### config.mk
export PLATFORM = sky130hd
export DESIGN_NAME = log2_domain_cumulative_integral_top
export DESIGN_NICKNAME = d
export VERILOG_FILES = /design/src/hdl/ldci_pkg.sv /design/src/hdl/ldci_front.sv /design/src/hdl/ldci_fifo.sv /design/src/hdl/ldci_back.sv /design/src/hdl/log2_domain_cumulative_integral_top.sv
export SDC_FILE = /design/constraint.sdc
export NUM_CORES = 2
export LEC_CHECK = 0
export BUFFER_PORTS_ARGS = -buffer_cell sky130_fd_sc_hd__buf_2
export CAP_MARGIN = 20
export CORE_ASPECT_RATIO = 0.5
export CORE_MARGIN = 5
export CORE_UTILIZATION = 60
export DETAILED_ROUTE_END_ITERATION = 7
export PLACE_DENSITY_LB_ADDON = 0.2
export SLEW_MARGIN = 20
export SYNTH_ARGS = -nofsm -noshare
export SYNTH_HDL_FRONTEND = slang
export SYNTH_SLANG_ARGS = --single-unit
### constraint.sdc
create_clock -name clk -period 28.6 [get_ports clk]
set_clock_uncertainty 0.1 [all_clocks]
set_input_delay 0 -clock clk [delete_from_list [all_inputs] [get_ports clk]]
set_output_delay 0 -clock clk [all_outputs]
set_load 0.1 [all_outputs]
### src/hdl/ldci_pkg.sv
package ldci_pkg;

    localparam int FRAC_BITS  = 16;
    localparam int CUTOFF     = 32;
    localparam int X_FRAC     = 16;
    localparam int X_W        = 32;
    localparam int LOG_W      = 24;
    localparam int MODE_W     = 2;
    localparam int Q_FRAC     = 30;
    localparam int Q_W        = Q_FRAC + 1;
    localparam int CNT_W      = $clog2(FRAC_BITS);
    localparam int IP_W       = $clog2(CUTOFF + 1);
    localparam int POS_W      = $clog2(X_W);
    localparam int AREA_W     = 32;
    localparam int FIFO_DEPTH = 4;
    localparam int FIFO_AW    = $clog2(FIFO_DEPTH);

    localparam logic signed [LOG_W-1:0] ZERO_CODE   = {1'b1, {(LOG_W-1){1'b0}}};
    localparam logic signed [LOG_W-1:0] MAX_CODE    = {1'b0, {(LOG_W-1){1'b1}}};
    localparam logic signed [LOG_W-1:0] MIN_NONZERO = {1'b1, {(LOG_W-2){1'b0}}, 1'b1};
    localparam logic [Q_W:0]            ONE_Q       = (Q_W+1)'(1) << Q_FRAC;
    localparam logic [31:0]             CUT_LIM     = 32'(CUTOFF) << FRAC_BITS;

    localparam logic [MODE_W-1:0] MODE_SUM   = 2'd0;
    localparam logic [MODE_W-1:0] MODE_UPPER = 2'd1;

    typedef enum logic [1:0] {
        OP_SUM,
        OP_AREA,
        OP_HOLD
    } op_kind_t;

    typedef struct packed {
        op_kind_t                 kind;
        logic [X_W-1:0]           x;
        logic signed [LOG_W-1:0]  val;
        logic [X_W-1:0]           gap;
        logic                     last;
    } ldci_op_t;

    typedef enum logic [3:0] {
        ST_IDLE,
        ST_NORM,
        ST_GLOG,
        ST_AREA,
        ST_ADD,
        ST_CMUL,
        ST_CSHIFT,
        ST_CLOG,
        ST_FIN,
        ST_OUT
    } back_state_t;

    typedef logic [FRAC_BITS-1:0][Q_W-1:0] root_tab_t;

    // Bit-by-bit integer square root, evaluated at elaboration only.
    function automatic logic [63:0] isqrt64(input logic [63:0] v);
        logic [63:0] r;
        logic [63:0] b;
        logic [63:0] rem;
        r   = '0;
        b   = 64'd1 << 62;
        rem = v;
        for (int i = 0; i < 32; i++)
        begin
            if (rem >= r + b)
            begin
                rem = rem - (r + b);
                r   = (r >> 1) + b;
            end
            else
            begin
                r = r >> 1;
            end
            b = b >> 2;
        end
        return r;
    endfunction

    // Entry k holds 2^(-2^-(k+1)) in Q30, each the square root of the one before.
    function automatic root_tab_t build_roots();
        root_tab_t   t;
        logic [63:0] cur;
        cur  = isqrt64(64'd1 << (2 * Q_FRAC - 1));
        t[0] = cur[Q_W-1:0];
        for (int i = 1; i < FRAC_BITS; i++)
        begin
            cur  = isqrt64(cur << Q_FRAC);
            t[i] = cur[Q_W-1:0];
        end
        return t;
    endfunction

    localparam root_tab_t ROOT_TAB = build_roots();

endpackage

### src/hdl/ldci_front.sv
module ldci_front (
    input  logic                            clk,
    input  logic                            rst_n,
    input  logic                            push,
    input  logic [ldci_pkg::X_W-1:0]        x_pos,
    input  logic signed [ldci_pkg::LOG_W-1:0] log_value,
    input  logic                            end_of_curve,
    input  logic                            cfg_valid,
    output logic                            cfg_ready,
    input  logic [ldci_pkg::MODE_W-1:0]     cfg_data,
    input  logic                            fifo_full,
    output logic                            fifo_wr,
    output ldci_pkg::ldci_op_t              fifo_wdata
);
    import ldci_pkg::*;

    logic [MODE_W-1:0]       mode_reg;
    logic [X_W-1:0]          prev_x_reg;
    logic signed [LOG_W-1:0] prev_log_reg;
    logic                    have_prev_reg;

    logic                    accept;
    logic signed [LOG_W-1:0] pick;

    assign cfg_ready = 1'b1;
    assign accept    = push && !fifo_full;

    always_comb
    begin
        if (mode_reg == MODE_UPPER)
        begin
            pick = (prev_log_reg > log_value) ? prev_log_reg : log_value;
        end
        else
        begin
            pick = (prev_log_reg < log_value) ? prev_log_reg : log_value;
        end
    end

    // The first point of an area curve only primes the previous-point state.
    always_comb
    begin
        fifo_wdata.x    = x_pos;
        fifo_wdata.last = end_of_curve;
        fifo_wdata.gap  = x_pos - prev_x_reg;
        fifo_wdata.val  = log_value;
        fifo_wdata.kind = OP_SUM;
        fifo_wr         = 1'b0;
        if (mode_reg == MODE_SUM)
        begin
            fifo_wr = accept;
        end
        else if (have_prev_reg)
        begin
            fifo_wr = accept;
            if (pick != ZERO_CODE && x_pos > prev_x_reg)
            begin
                fifo_wdata.kind = OP_AREA;
                fifo_wdata.val  = pick;
            end
            else
            begin
                fifo_wdata.kind = OP_HOLD;
            end
        end
    end

    always_ff @(posedge clk or negedge rst_n)
    begin
        if (!rst_n)
        begin
            mode_reg      <= MODE_SUM;
            prev_x_reg    <= '0;
            prev_log_reg  <= ZERO_CODE;
            have_prev_reg <= 1'b0;
        end
        else
        begin
            if (cfg_valid && cfg_ready)
            begin
                mode_reg <= cfg_data;
            end
            if (accept)
            begin
                if (end_of_curve)
                begin
                    prev_x_reg    <= '0;
                    prev_log_reg  <= ZERO_CODE;
                    have_prev_reg <= 1'b0;
                end
                else
                begin
                    prev_x_reg    <= x_pos;
                    prev_log_reg  <= log_value;
                    have_prev_reg <= 1'b1;
                end
            end
        end
    end

endmodule

### src/hdl/ldci_fifo.sv
module ldci_fifo (
    input  logic               clk,
    input  logic               rst_n,
    input  logic               wr,
    input  ldci_pkg::ldci_op_t wdata,
    input  logic               rd,
    output ldci_pkg::ldci_op_t rdata,
    output logic               full,
    output logic               empty
);
    import ldci_pkg::*;

    ldci_op_t             mem [FIFO_DEPTH];
    logic [FIFO_AW-1:0]   wr_ptr_reg;
    logic [FIFO_AW-1:0]   rd_ptr_reg;
    logic [FIFO_AW:0]     count_reg;

    assign full  = (count_reg == (FIFO_AW+1)'(FIFO_DEPTH));
    assign empty = (count_reg == '0);
    assign rdata = mem[rd_ptr_reg];

    always_ff @(posedge clk)
    begin
        if (wr && !full)
        begin
            mem[wr_ptr_reg] <= wdata;
        end
    end

    always_ff @(posedge clk or negedge rst_n)
    begin
        if (!rst_n)
        begin
            wr_ptr_reg <= '0;
            rd_ptr_reg <= '0;
            count_reg  <= '0;
        end
        else
        begin
            if (wr && !full)
            begin
                wr_ptr_reg <= wr_ptr_reg + 1'b1;
            end
            if (rd && !empty)
            begin
                rd_ptr_reg <= rd_ptr_reg + 1'b1;
            end
            if ((wr && !full) && !(rd && !empty))
            begin
                count_reg <= count_reg + 1'b1;
            end
            else if (!(wr && !full) && (rd && !empty))
            begin
                count_reg <= count_reg - 1'b1;
            end
        end
    end

    a_count_bound: assert property (@(posedge clk) disable iff (!rst_n)
        count_reg <= (FIFO_AW+1)'(FIFO_DEPTH))
        else $error("queue count beyond depth");

    a_count_up: assert property (@(posedge clk) disable iff (!rst_n)
        (wr && !full && !rd) |=> count_reg == $past(count_reg) + 1'b1)
        else $error("queue count did not follow a write");

endmodule

### src/hdl/ldci_back.sv
module ldci_back (
    input  logic                            clk,
    input  logic                            rst_n,
    input  logic                            fifo_empty,
    input  ldci_pkg::ldci_op_t              fifo_rdata,
    output logic                            fifo_rd,
    input  logic                            pop,
    output logic                            empty,
    output logic [ldci_pkg::X_W-1:0]        out_x,
    output logic signed [ldci_pkg::LOG_W-1:0] log_sum,
    output logic                            last_point
);
    import ldci_pkg::*;

    back_state_t             state_reg, state_next;
    logic [X_W-1:0]          x_reg, x_next;
    logic                    last_reg, last_next;
    logic signed [LOG_W-1:0] val_reg, val_next;
    logic [X_W-1:0]          gap_reg, gap_next;
    logic [Q_W-1:0]          acc_reg, acc_next;
    logic [FRAC_BITS:0]      res_reg, res_next;
    logic [POS_W-1:0]        exp_reg, exp_next;
    logic [FRAC_BITS-1:0]    frac_reg, frac_next;
    logic [IP_W-1:0]         ip_reg, ip_next;
    logic signed [LOG_W-1:0] hi_reg, hi_next;
    logic [CNT_W-1:0]        cnt_reg, cnt_next;
    logic signed [LOG_W-1:0] sum_reg, sum_next;
    logic signed [LOG_W-1:0] r_reg, r_next;
    logic                    out_valid_reg, out_valid_next;
    logic [X_W-1:0]          out_x_reg, out_x_next;
    logic signed [LOG_W-1:0] out_sum_reg, out_sum_next;
    logic                    out_last_reg, out_last_next;

    logic                    out_free;
    logic                    out_load;
    logic                    cnt_end;
    logic [Q_W-1:0]          mul_b;
    logic [2*Q_W-1:0]        prod;
    logic [Q_W:0]            sq_t;
    logic                    sq_bit;
    logic [Q_W-1:0]          sq_m;
    logic [Q_W-1:0]          mul_q;
    logic [POS_W-1:0]        msb_pos;
    logic [X_W-1:0]          norm;
    logic signed [AREA_W-1:0] area_full;
    logic signed [LOG_W-1:0] area_sat;
    logic signed [LOG_W-1:0] hi, lo;
    logic [LOG_W:0]          diff;
    logic [Q_W-1:0]          y_shift;
    logic [Q_W:0]            s_sum;
    logic signed [AREA_W-1:0] fin_full;
    logic signed [LOG_W-1:0] fin_sat;

    assign out_free = !out_valid_reg || pop;
    assign out_load = (state_reg == ST_OUT) && out_free;
    assign cnt_end  = (cnt_reg == CNT_W'(FRAC_BITS - 1));

    // One shared multiplier: squaring for log2, table products for 2^-f.
    assign mul_b  = (state_reg == ST_CMUL) ? ROOT_TAB[cnt_reg] : acc_reg;
    assign prod   = acc_reg * mul_b;
    assign sq_t   = prod[2*Q_W-1:Q_FRAC];
    assign sq_bit = sq_t[Q_W];
    assign sq_m   = sq_bit ? sq_t[Q_W:1] : sq_t[Q_W-1:0];
    assign mul_q  = prod[Q_FRAC+Q_W-1:Q_FRAC];

    // Leading-one position of the x gap and the gap normalized into [1,2) Q30.
    always_comb
    begin
        msb_pos = '0;
        for (int i = 0; i < X_W; i++)
        begin
            if (gap_reg[i])
            begin
                msb_pos = POS_W'(i);
            end
        end
        norm = gap_reg << (POS_W'(X_W - 1) - msb_pos);
    end

    always_comb
    begin
        area_full = AREA_W'(val_reg)
                  + ((AREA_W'(signed'({1'b0, exp_reg})) - AREA_W'(X_FRAC)) <<< FRAC_BITS)
                  + AREA_W'(signed'({1'b0, res_reg}));
        if (area_full > AREA_W'(MAX_CODE))
        begin
            area_sat = MAX_CODE;
        end
        else if (area_full < AREA_W'(MIN_NONZERO))
        begin
            area_sat = MIN_NONZERO;
        end
        else
        begin
            area_sat = area_full[LOG_W-1:0];
        end
    end

    always_comb
    begin
        hi      = (sum_reg > val_reg) ? sum_reg : val_reg;
        lo      = (sum_reg > val_reg) ? val_reg : sum_reg;
        diff    = {hi[LOG_W-1], hi} - {lo[LOG_W-1], lo};
        y_shift = acc_reg >> ip_reg;
        s_sum   = ONE_Q + {1'b0, y_shift};
    end

    always_comb
    begin
        fin_full = AREA_W'(hi_reg) + AREA_W'(signed'({1'b0, res_reg}));
        if (fin_full > AREA_W'(MAX_CODE))
        begin
            fin_sat = MAX_CODE;
        end
        else
        begin
            fin_sat = fin_full[LOG_W-1:0];
        end
    end

    // Next state.
    always_comb
    begin
        state_next = state_reg;
        unique case (state_reg)
            ST_IDLE:
            begin
                if (!fifo_empty)
                begin
                    case (fifo_rdata.kind)
                        OP_SUM:  state_next = ST_ADD;
                        OP_AREA: state_next = ST_NORM;
                        default: state_next = ST_OUT;
                    endcase
                end
            end
            ST_NORM:   state_next = ST_GLOG;
            ST_GLOG:   state_next = cnt_end ? ST_AREA : ST_GLOG;
            ST_AREA:   state_next = ST_ADD;
            ST_ADD:
            begin
                if (sum_reg == ZERO_CODE || val_reg == ZERO_CODE ||
                    32'(diff) > CUT_LIM)
                begin
                    state_next = ST_OUT;
                end
                else
                begin
                    state_next = ST_CMUL;
                end
            end
            ST_CMUL:   state_next = cnt_end ? ST_CSHIFT : ST_CMUL;
            ST_CSHIFT: state_next = s_sum[Q_W] ? ST_FIN : ST_CLOG;
            ST_CLOG:   state_next = cnt_end ? ST_FIN : ST_CLOG;
            ST_FIN:    state_next = ST_OUT;
            ST_OUT:    state_next = out_free ? ST_IDLE : ST_OUT;
            default:   state_next = ST_IDLE;
        endcase
    end

    // Datapath and output register.
    always_comb
    begin
        fifo_rd        = 1'b0;
        x_next         = x_reg;
        last_next      = last_reg;
        val_next       = val_reg;
        gap_next       = gap_reg;
        acc_next       = acc_reg;
        res_next       = res_reg;
        exp_next       = exp_reg;
        frac_next      = frac_reg;
        ip_next        = ip_reg;
        hi_next        = hi_reg;
        cnt_next       = cnt_reg;
        sum_next       = sum_reg;
        r_next         = r_reg;
        out_valid_next = out_valid_reg && !pop;
        out_x_next     = out_x_reg;
        out_sum_next   = out_sum_reg;
        out_last_next  = out_last_reg;
        unique case (state_reg)
            ST_IDLE:
            begin
                if (!fifo_empty)
                begin
                    fifo_rd   = 1'b1;
                    x_next    = fifo_rdata.x;
                    last_next = fifo_rdata.last;
                    val_next  = $signed(fifo_rdata.val);
                    gap_next  = fifo_rdata.gap;
                    r_next    = sum_reg;
                end
            end
            ST_NORM:
            begin
                acc_next = norm[X_W-1:1];
                exp_next = msb_pos;
                res_next = '0;
                cnt_next = '0;
            end
            ST_GLOG, ST_CLOG:
            begin
                acc_next = sq_m;
                res_next = {res_reg[FRAC_BITS-1:0], sq_bit};
                cnt_next = cnt_reg + 1'b1;
            end
            ST_AREA:
            begin
                val_next = area_sat;
            end
            ST_ADD:
            begin
                if (sum_reg == ZERO_CODE)
                begin
                    r_next = val_reg;
                end
                else if (val_reg == ZERO_CODE)
                begin
                    r_next = sum_reg;
                end
                else
                begin
                    r_next = hi;
                end
                hi_next   = hi;
                frac_next = diff[FRAC_BITS-1:0];
                ip_next   = IP_W'(diff >> FRAC_BITS);
                acc_next  = ONE_Q[Q_W-1:0];
                cnt_next  = '0;
            end
            ST_CMUL:
            begin
                if (frac_reg[FRAC_BITS-1])
                begin
                    acc_next = mul_q;
                end
                frac_next = frac_reg << 1;
                cnt_next  = cnt_reg + 1'b1;
            end
            ST_CSHIFT:
            begin
                // A zero difference gives a correction of exactly one.
                if (s_sum[Q_W])
                begin
                    res_next = (FRAC_BITS+1)'(1) << FRAC_BITS;
                end
                else
                begin
                    acc_next = s_sum[Q_W-1:0];
                    res_next = '0;
                    cnt_next = '0;
                end
            end
            ST_FIN:
            begin
                r_next = fin_sat;
            end
            ST_OUT:
            begin
                if (out_free)
                begin
                    out_valid_next = 1'b1;
                    out_x_next     = x_reg;
                    out_sum_next   = r_reg;
                    out_last_next  = last_reg;
                    sum_next       = last_reg ? ZERO_CODE : r_reg;
                end
            end
            default:
            begin
            end
        endcase
    end

    always_ff @(posedge clk or negedge rst_n)
    begin
        if (!rst_n)
        begin
            state_reg     <= ST_IDLE;
            sum_reg       <= ZERO_CODE;
            out_valid_reg <= 1'b0;
            cnt_reg       <= '0;
        end
        else
        begin
            state_reg     <= state_next;
            sum_reg       <= sum_next;
            out_valid_reg <= out_valid_next;
            cnt_reg       <= cnt_next;
        end
    end

    always_ff @(posedge clk)
    begin
        x_reg        <= x_next;
        last_reg     <= last_next;
        val_reg      <= val_next;
        gap_reg      <= gap_next;
        acc_reg      <= acc_next;
        res_reg      <= res_next;
        exp_reg      <= exp_next;
        frac_reg     <= frac_next;
        ip_reg       <= ip_next;
        hi_reg       <= hi_next;
        r_reg        <= r_next;
        out_x_reg    <= out_x_next;
        out_sum_reg  <= out_sum_next;
        out_last_reg <= out_last_next;
    end

    assign empty      = !out_valid_reg;
    assign out_x      = out_x_reg;
    assign log_sum    = out_sum_reg;
    assign last_point = out_last_reg;

    a_out_wait: assert property (@(posedge clk) disable iff (!rst_n)
        (state_reg == ST_OUT && out_valid_reg && !pop) |=> state_reg == ST_OUT)
        else $error("result dropped while the output register was occupied");

    a_curve_clear: assert property (@(posedge clk) disable iff (!rst_n)
        (out_load && last_reg) |=> sum_reg == ZERO_CODE)
        else $error("running sum not cleared at the end of a curve");

    a_shift_order: assert property (@(posedge clk) disable iff (!rst_n)
        (state_reg == ST_CSHIFT) |-> $past(state_reg) == ST_CMUL)
        else $error("correction shift entered without the product pass");

endmodule

### src/hdl/log2_domain_cumulative_integral_top.sv
// Channel   Handshake                     Payload
// -------   ---------------------------   ------------------------------------
// input     push / full                   x_pos, log_value, end_of_curve
// result    pop / empty                   out_x, log_sum, last_point
// config    cfg_valid / cfg_ready         cfg_data (mode)
//
// Points enter a four-deep queue at one per cycle while it has room; the back
// end then takes them one at a time: a point that leaves the sum unchanged goes
// straight to the result register, while a log-add or a strip area steps one
// shared 31x31 multiplier once per fraction bit. Reset clears the running sum,
// the previous point and the mode to 0. A held result stalls the back end only;
// the front keeps taking points until the queue is full.
module log2_domain_cumulative_integral_top (
    input  logic                            clk,
    input  logic                            rst_n,
    input  logic                            push,
    output logic                            full,
    input  logic [ldci_pkg::X_W-1:0]        x_pos,
    input  logic signed [ldci_pkg::LOG_W-1:0] log_value,
    input  logic                            end_of_curve,
    output logic                            empty,
    input  logic                            pop,
    output logic [ldci_pkg::X_W-1:0]        out_x,
    output logic signed [ldci_pkg::LOG_W-1:0] log_sum,
    output logic                            last_point,
    input  logic                            cfg_valid,
    output logic                            cfg_ready,
    input  logic [ldci_pkg::MODE_W-1:0]     cfg_data
);
    import ldci_pkg::*;

    logic     fifo_wr;
    logic     fifo_rd;
    logic     fifo_full;
    logic     fifo_empty;
    ldci_op_t fifo_wdata;
    ldci_op_t fifo_rdata;

    assign full = fifo_full;

    ldci_front u_front (
        .clk          (clk),
        .rst_n        (rst_n),
        .push         (push),
        .x_pos        (x_pos),
        .log_value    (log_value),
        .end_of_curve (end_of_curve),
        .cfg_valid    (cfg_valid),
        .cfg_ready    (cfg_ready),
        .cfg_data     (cfg_data),
        .fifo_full    (fifo_full),
        .fifo_wr      (fifo_wr),
        .fifo_wdata   (fifo_wdata)
    );

    ldci_fifo u_fifo (
        .clk   (clk),
        .rst_n (rst_n),
        .wr    (fifo_wr),
        .wdata (fifo_wdata),
        .rd    (fifo_rd),
        .rdata (fifo_rdata),
        .full  (fifo_full),
        .empty (fifo_empty)
    );

    ldci_back u_back (
        .clk        (clk),
        .rst_n      (rst_n),
        .fifo_empty (fifo_empty),
        .fifo_rdata (fifo_rdata),
        .fifo_rd    (fifo_rd),
        .pop        (pop),
        .empty      (empty),
        .out_x      (out_x),
        .log_sum    (log_sum),
        .last_point (last_point)
    );

endmodule

# Yosys cells after proc, flatten, opt, wreduce, memory -nomap -nowiden
# Memories as Yosys holds them, arrays and structs flattened.
# Index checks and enable logic that the tools add are counted.
totals:
  ff_bits: 368
  ramBits: 364
  rom_bits: 496
  inputBits: 64
  output_inout_bits: 60
  elab_cells: 193
  mem_count: 2
memory_table:
  columns: ["memory", "words", "word_bits", "rd", "rd_ports_with_merged_regs", "write_ports", "line", "rtl"]
  rows:
  - ["(no name shown)", 16, 31, 1, 0, 0, "ldci_back.sv:59", "assign mul_b = (state_reg == ST_CMUL) ? ROOT_TAB[cnt_reg] : acc_reg;"]
  - ["u_fifo.mem", 4, 91, 1, 0, 1, "ldci_fifo.sv:13", "ldci_op_t mem [FIFO_DEPTH];"]
op_classes:
  n_addsub: 13
  multipliers: 1
  magnitude_cmp: 9
  n_eq_ne: 19
  shifts: 2
  muxes: 85
  bitwise: 1
  reduce_logical: 36
ops:
  columns: ["operator", "count"]
  rows:
  - ["24-bit two-way mux", 17]
  - ["31-bit two-way mux", 5]
  - ["31-bit one-hot mux with 5 select lines", 1]
  - ["5-bit two-way mux", 30]
  - ["24-bit one-hot mux with 3 select lines", 1]
  - ["32-bit by 24-bit greater-than comparator with 1-bit output (second input constant)", 2]
  - ["31-bit by 31-bit multiplier with 62-bit output", 1]
  - ["17-bit one-hot mux with 3 select lines", 1]
  - ["24-bit equality test (second input constant)", 2]
  - ["24-bit greater-than comparator", 2]
  - ["24-bit one-hot mux with 2 select lines", 1]
  - ["4-bit one-hot mux with 10 select lines", 1]
  - ["31-bit by 31-bit adder with 32-bit output (first input constant)", 1]
  - ["32-bit by 18-bit adder with 32-bit output", 1]
  - ["32-bit greater-than comparator", 1]
  - ["32-bit by 24-bit < comparator with 1-bit output (second input constant)", 1]
  - ["32-bit two-way mux", 1]
  - ["16-bit one-hot mux with 2 select lines", 1]
  - ["32-bit by 5-bit << shifter with 32-bit output", 1]
  - ["32-bit subtractor", 1]
  - ["31-bit by 6-bit right shift with 31-bit output", 1]
  - ["24-bit by 18-bit adder with 25-bit output", 1]
  - ["24-bit by 22-bit adder with 25-bit output", 1]
  - ["25-bit by 22-bit greater-than comparator with 1-bit output (second input constant)", 1]
  - ["39 further kinds", 90]

# Longest topological paths before layout
logic_depth:
  depth_word: 34
  depth_mapped: 41
  mapped_depth_nobuf: 38

# By module
# Synthesis repeated with hierarchy kept, for this count alone.
hier_totals:
  cells_unflattened: 6520
  hier_area_um2: 69350.3
modules_own_cells:
  columns: ["module", "n_inst", "cells_per_inst", "area_each_um2", "seq_area_each_um2"]
  rows:
  - ["ldci_back", 1, 5336, 50205.7, 8904.8]
  - ["ldci_fifo", 1, 511, 13549.2, 11105.7]
  - ["ldci_front", 1, 673, 5595.4, 1477.7]

# Worst setup path before layout
# OpenSTA, ideal clock, no wires.
synth_path:
  path_type: "register to register"
  startpoint: "register u_back.cnt_reg[0]"
  endpoint: "register u_back.acc_reg[28] (data pin)"
  arrival_ps: 9298
  required_time_ps: 28231
  setup_slack_ps: 18933
  stages_incl_launch_ff: 38
  path_cell_list: "dfrtp_1 -> clkbuf_1 -> inv_1 -> ha_1 -> nor2_1 -> a21oi_1 -> nor2_1 -> a311oi_1 -> clkbuf_1 -> nand2_1 -> fa_1 -> inv_1 -> fa_1 -> fa_1 -> inv_1 -> fa_1 -> inv_1 -> fa_1 -> [2 not listed] -> inv_1 -> fa_1 -> inv_1 -> ha_1 -> nand3_1 -> or4_1 -> o31ai_1 -> a31oi_1 -> o21ai_0 -> a21oi_1 -> a21oi_1 -> a211oi_1 -> o211ai_1 -> a21oi_1 -> or3_1 -> xnor2_1 -> a221oi_1 -> o21ai_0"
synth_between:
  elab_chain_cells: 6
  word_cells_on_any_way: 7
synth_rtl:
  columns: ["element", "line", "rtl"]
  rows:
  - ["start, declared", "ldci_back.sv:26", "logic [CNT_W-1:0] cnt_reg, cnt_next;"]
  - ["start signal, assigned", "ldci_back.sv:290", "cnt_reg <= cnt_next;"]
  - ["memory read 16 x 31 bit *", null, null]
  - ["31-bit two-way mux (not written as such) *", "ldci_back.sv:59", null]
  - ["31-bit two-way mux *", "ldci_back.sv:59", null]
  - ["31-bit by 31-bit multiplier with 62-bit output *", "ldci_back.sv:60", "assign prod = acc_reg * mul_b;"]
  - ["31-bit two-way mux, on equally long branches", "ldci_back.sv:234, ldci_back.sv:63", null]
  - ["31-bit one-hot mux with 5 select lines *", "ldci_back.sv:182", "unique case (state_reg)"]
  - ["net u_back.acc_next[28]", "ldci_back.sv:20", "logic [Q_W-1:0] acc_reg, acc_next;"]
  - ["end signal, assigned", "ldci_back.sv:300", "acc_reg <= acc_next;"]
  - ["end, declared", "ldci_back.sv:20", null]
# The timed path passes the listed nets; every way through them passes the cells marked *. The select of a mux whose other input is x is not followed.
# A chain may end at the register's enable or synchronous reset.

# Worst setup path in the final report
layout_path:
  startpoint: "register u_back.state_reg[3]"
  endpoint: "register u_back.acc_reg[10] (data pin)"
layout_between:
  elab_chain_cells: 5
  word_cells_on_any_way: 12
layout_rtl:
  columns: ["element", "line", "rtl"]
  rows:
  - ["start, declared", "ldci_back.sv:15", "back_state_t state_reg, state_next;"]
  - ["start signal, assigned", "ldci_back.sv:287", "state_reg <= state_next;"]
  - ["4-bit by 3-bit equality test with 1-bit output", "ldci_back.sv:59, ldci_back.sv:182", null]
  - ["31-bit two-way mux", "ldci_back.sv:59", null]
  - ["31-bit by 31-bit multiplier with 62-bit output", "ldci_back.sv:60", null]
  - ["31-bit two-way mux, on equally long branches", "ldci_back.sv:234, ldci_back.sv:63", null]
  - ["31-bit one-hot mux with 5 select lines *", "ldci_back.sv:182", null]
  - ["net u_back.acc_next[10]", "ldci_back.sv:20", null]
# Marks and branches as above.

==> results.yml <==
layout:
  drive_gt1_frac: 0.0832
  final_common_cell: "inv_1"
  syn_to_final_growth_pct: 7.53
  nets: 7685
  antenna_cells: 0
  largest_register_ffs: 364
  fin_cells: 7964
  top_register: "u_fifo.mem"
  post-route-util: 0.650
  final_cell_mix: "inv_1 (955), nand2_1 (873), fa_1 (841), edfxtp_1 (633), and2_1 (400)"
worst_setup_path:
  r2r.worst_path.cells: 35
  critPathSlowestCell: "a21oi_1"
  worstPathMaxFanout: 63
  critPathArrivalTime_ns: 12.36
  cp-start-kind: "flop"
  cp_slowest_stage_delay_ns: 0.66
  cpMostUsedCell: "fa_1"
  crit_path_start: "u_back.state_reg[3]"
  rr_startpoint: "u_back.state_reg[3]"
  required_ns: 28.87
  crit_path_end_kind: "flop"
  worstSetupPathType: "reg2reg"
clock_network:
  cts_made_buffers: 72
  cts_hold_buf: 65
  h-tree-depth: 3
  clock_latency_ns: 0.64
  path_clk_slew_ns: 0.06
  clk_path_buf_depth: 3
  cts_sinks: 732
  postCtsSetupBuffers: 0
  cts_tree: "done"
  cts_root_buffer: "clkbuf_16"
  ctsResizeCount: 0
outcome:
  status: "finished, final reports clean"
sta:
  relSlewSlack: 0.252
  tightest_slew_ns: 1.12
  final_hold_viol_count: 0
  slew_viol_final: 0
  min_period_ns: 12.09
  fin_setup_tns_ns: 0
  finalCritPeriodShare: 0.423
  setup_viol: 0
  worst_hold_slack_ns: 0.0751
  max_clock_freq_mhz: 82.7
  rsz0062_at_grt: "no"
floorplan:
  initial_utilization: 0.604
  core_area_sq_um: 113000
  die_h_um: 248
  rows: 87
  die_area_sq_um: 121000
  pin_count: 124
  die_x_um: 486
run:
  maxCapViolCount: 0
yosys:
  ys_seq_elements: 732
  ys_async_sr_fraction: 0.135
  syn_inst: 6407
  ys_seq_area_frac: 0.316
  synth_nets: 7701
  synth-main-ff-cell: "edfxtp_1"
  yosys_warnings: 0
  syn_area_sq_um: 68100
  yosysUniqueCellTypes: 97
  synth_edf_count: 633
  syn_area_per_cell_sq_um: 10.6
global_routing:
  overflow: 0
  grt_max_degree: 114
  grtUsageTotal: 0.313
  grt_pass1_wl_mm: 293
  antenna_found_initial: 3
  grt_pass1_vias: 50904
hold_path:
  whs_path_depth: 2
  hold_start: "x_pos[6]"
  hp-class: "in2reg"
routing:
  drtIter0Drc: 4154
  dr.pass1.iters: 6
  ant_nets: 0
  wl_mm: 184
  routedWlPerCell_um: 23.1
  vias: 48337
  vias_per_cell: 6.07
  route.detailed.drc: 0
placement:
  dp_hpwl_mm: 131
  place_congestion: 0.947
  io_buffer_count: 122
  dp.cells: 7762
logic make-up after synthesis:
logic type | count (synthesis) | synth area share
AO/OA/AOI/OAI | 840 | 0.0811
XOR/XNOR | 133 | 0.0171
adder cells (fa/ha/maj) | 1230 | 0.319
buffers and inverters | 1332 | 0.0742
flip-flops | 732 | 0.316
multiplexers | 242 | 0.0583
other | 1 | 0.0000551
AND/OR/NAND/NOR | 1897 | 0.135
metal layers:
| metal | GRT usage | wire [um] | up-vias |
|---|---|---|---|
| li1 | - | - | 21163 |
| met1 | 0.428 | 75700 | 24411 |
| met2 | 0.510 | 85300 | 2301 |
| met3 | 0.0606 | 16000 | 462 |
| met4 | 0.104 | 6930 | 0 |
| met5 | 0 | 0 | - |
worst max-delay path, delay by kind of cell, from the launching register on:
family,cells,cell delay [ns]
xor+xnor,1,0.14
fa+ha+maj,9,4.31
simple gates,8,2.04
flops,1,0.56
compound gates,12,3.04
buf+inv,5,1.52
layout make-up:
| cell class | count | area [sq um] |
|---|---|---|
| well taps | 1513 | 1890 |
| inverters | 959 | 3600 |
| flip-flops and latches | 732 | 21500 |
| fillers | 8713 | 39500 |
| repair buffers | 283 | 2030 |
| multi-input cells | 4343 | 41700 |
| clock inverters | 44 | 509 |
| clock buffers | 90 | 1950 |
cell usage after synthesis (30+ instances only):
cell	number	area, sq um
fa_1	841	16800
buf_1	38	143
o221ai_1	30	263
nand2b_1	78	488
dfrtp_1	97	2430
o21ai_0	194	971
clkbuf_1	315	1180
nor3_1	46	230
nor2_1	193	724
and3_1	36	225
nand3_1	63	315
xor2_1	51	447
nand4_1	33	206
nor4_1	32	200
mux2i_1	88	881
edfxtp_1	633	19000
a21oi_1	215	1080
ha_1	389	4870
mux4_2	120	2700
inv_1	957	3590
a221o_1	37	370
xnor2_1	82	718
nor2b_1	70	438
and2_1	404	2530
o31ai_1	45	338
nand2_1	874	3280
a21o_1	62	465
stage by stage:
step,area (sq um),setup WS [ns]
floorplan,68100,18.93
detailed placement,70000,16.70
global placement,70000,17.02
global route,73200,15.76
CTS,73100,16.65
finish,73200,16.51
path summary, 6_finish.rpt:
| check | end | slack, ns |
|---|---|---|
| max | u_back.acc_reg[10] | 16.51 |
| min | u_fifo.mem[2][63] | 0.08 |
| max reg2reg | u_back.acc_reg[10] | 16.51 |
| min reg2reg | u_back.out_x[5] | 0.31 |
| max in group asynchronous | u_fifo.rd_ptr_reg[0] | 27.17 |
| min in group asynchronous | u_back.sum_reg[23] | 0.41 |
Power is not shown: default switching activity piles up to over one toggle a cycle in this logic, so the estimate is an artifact.
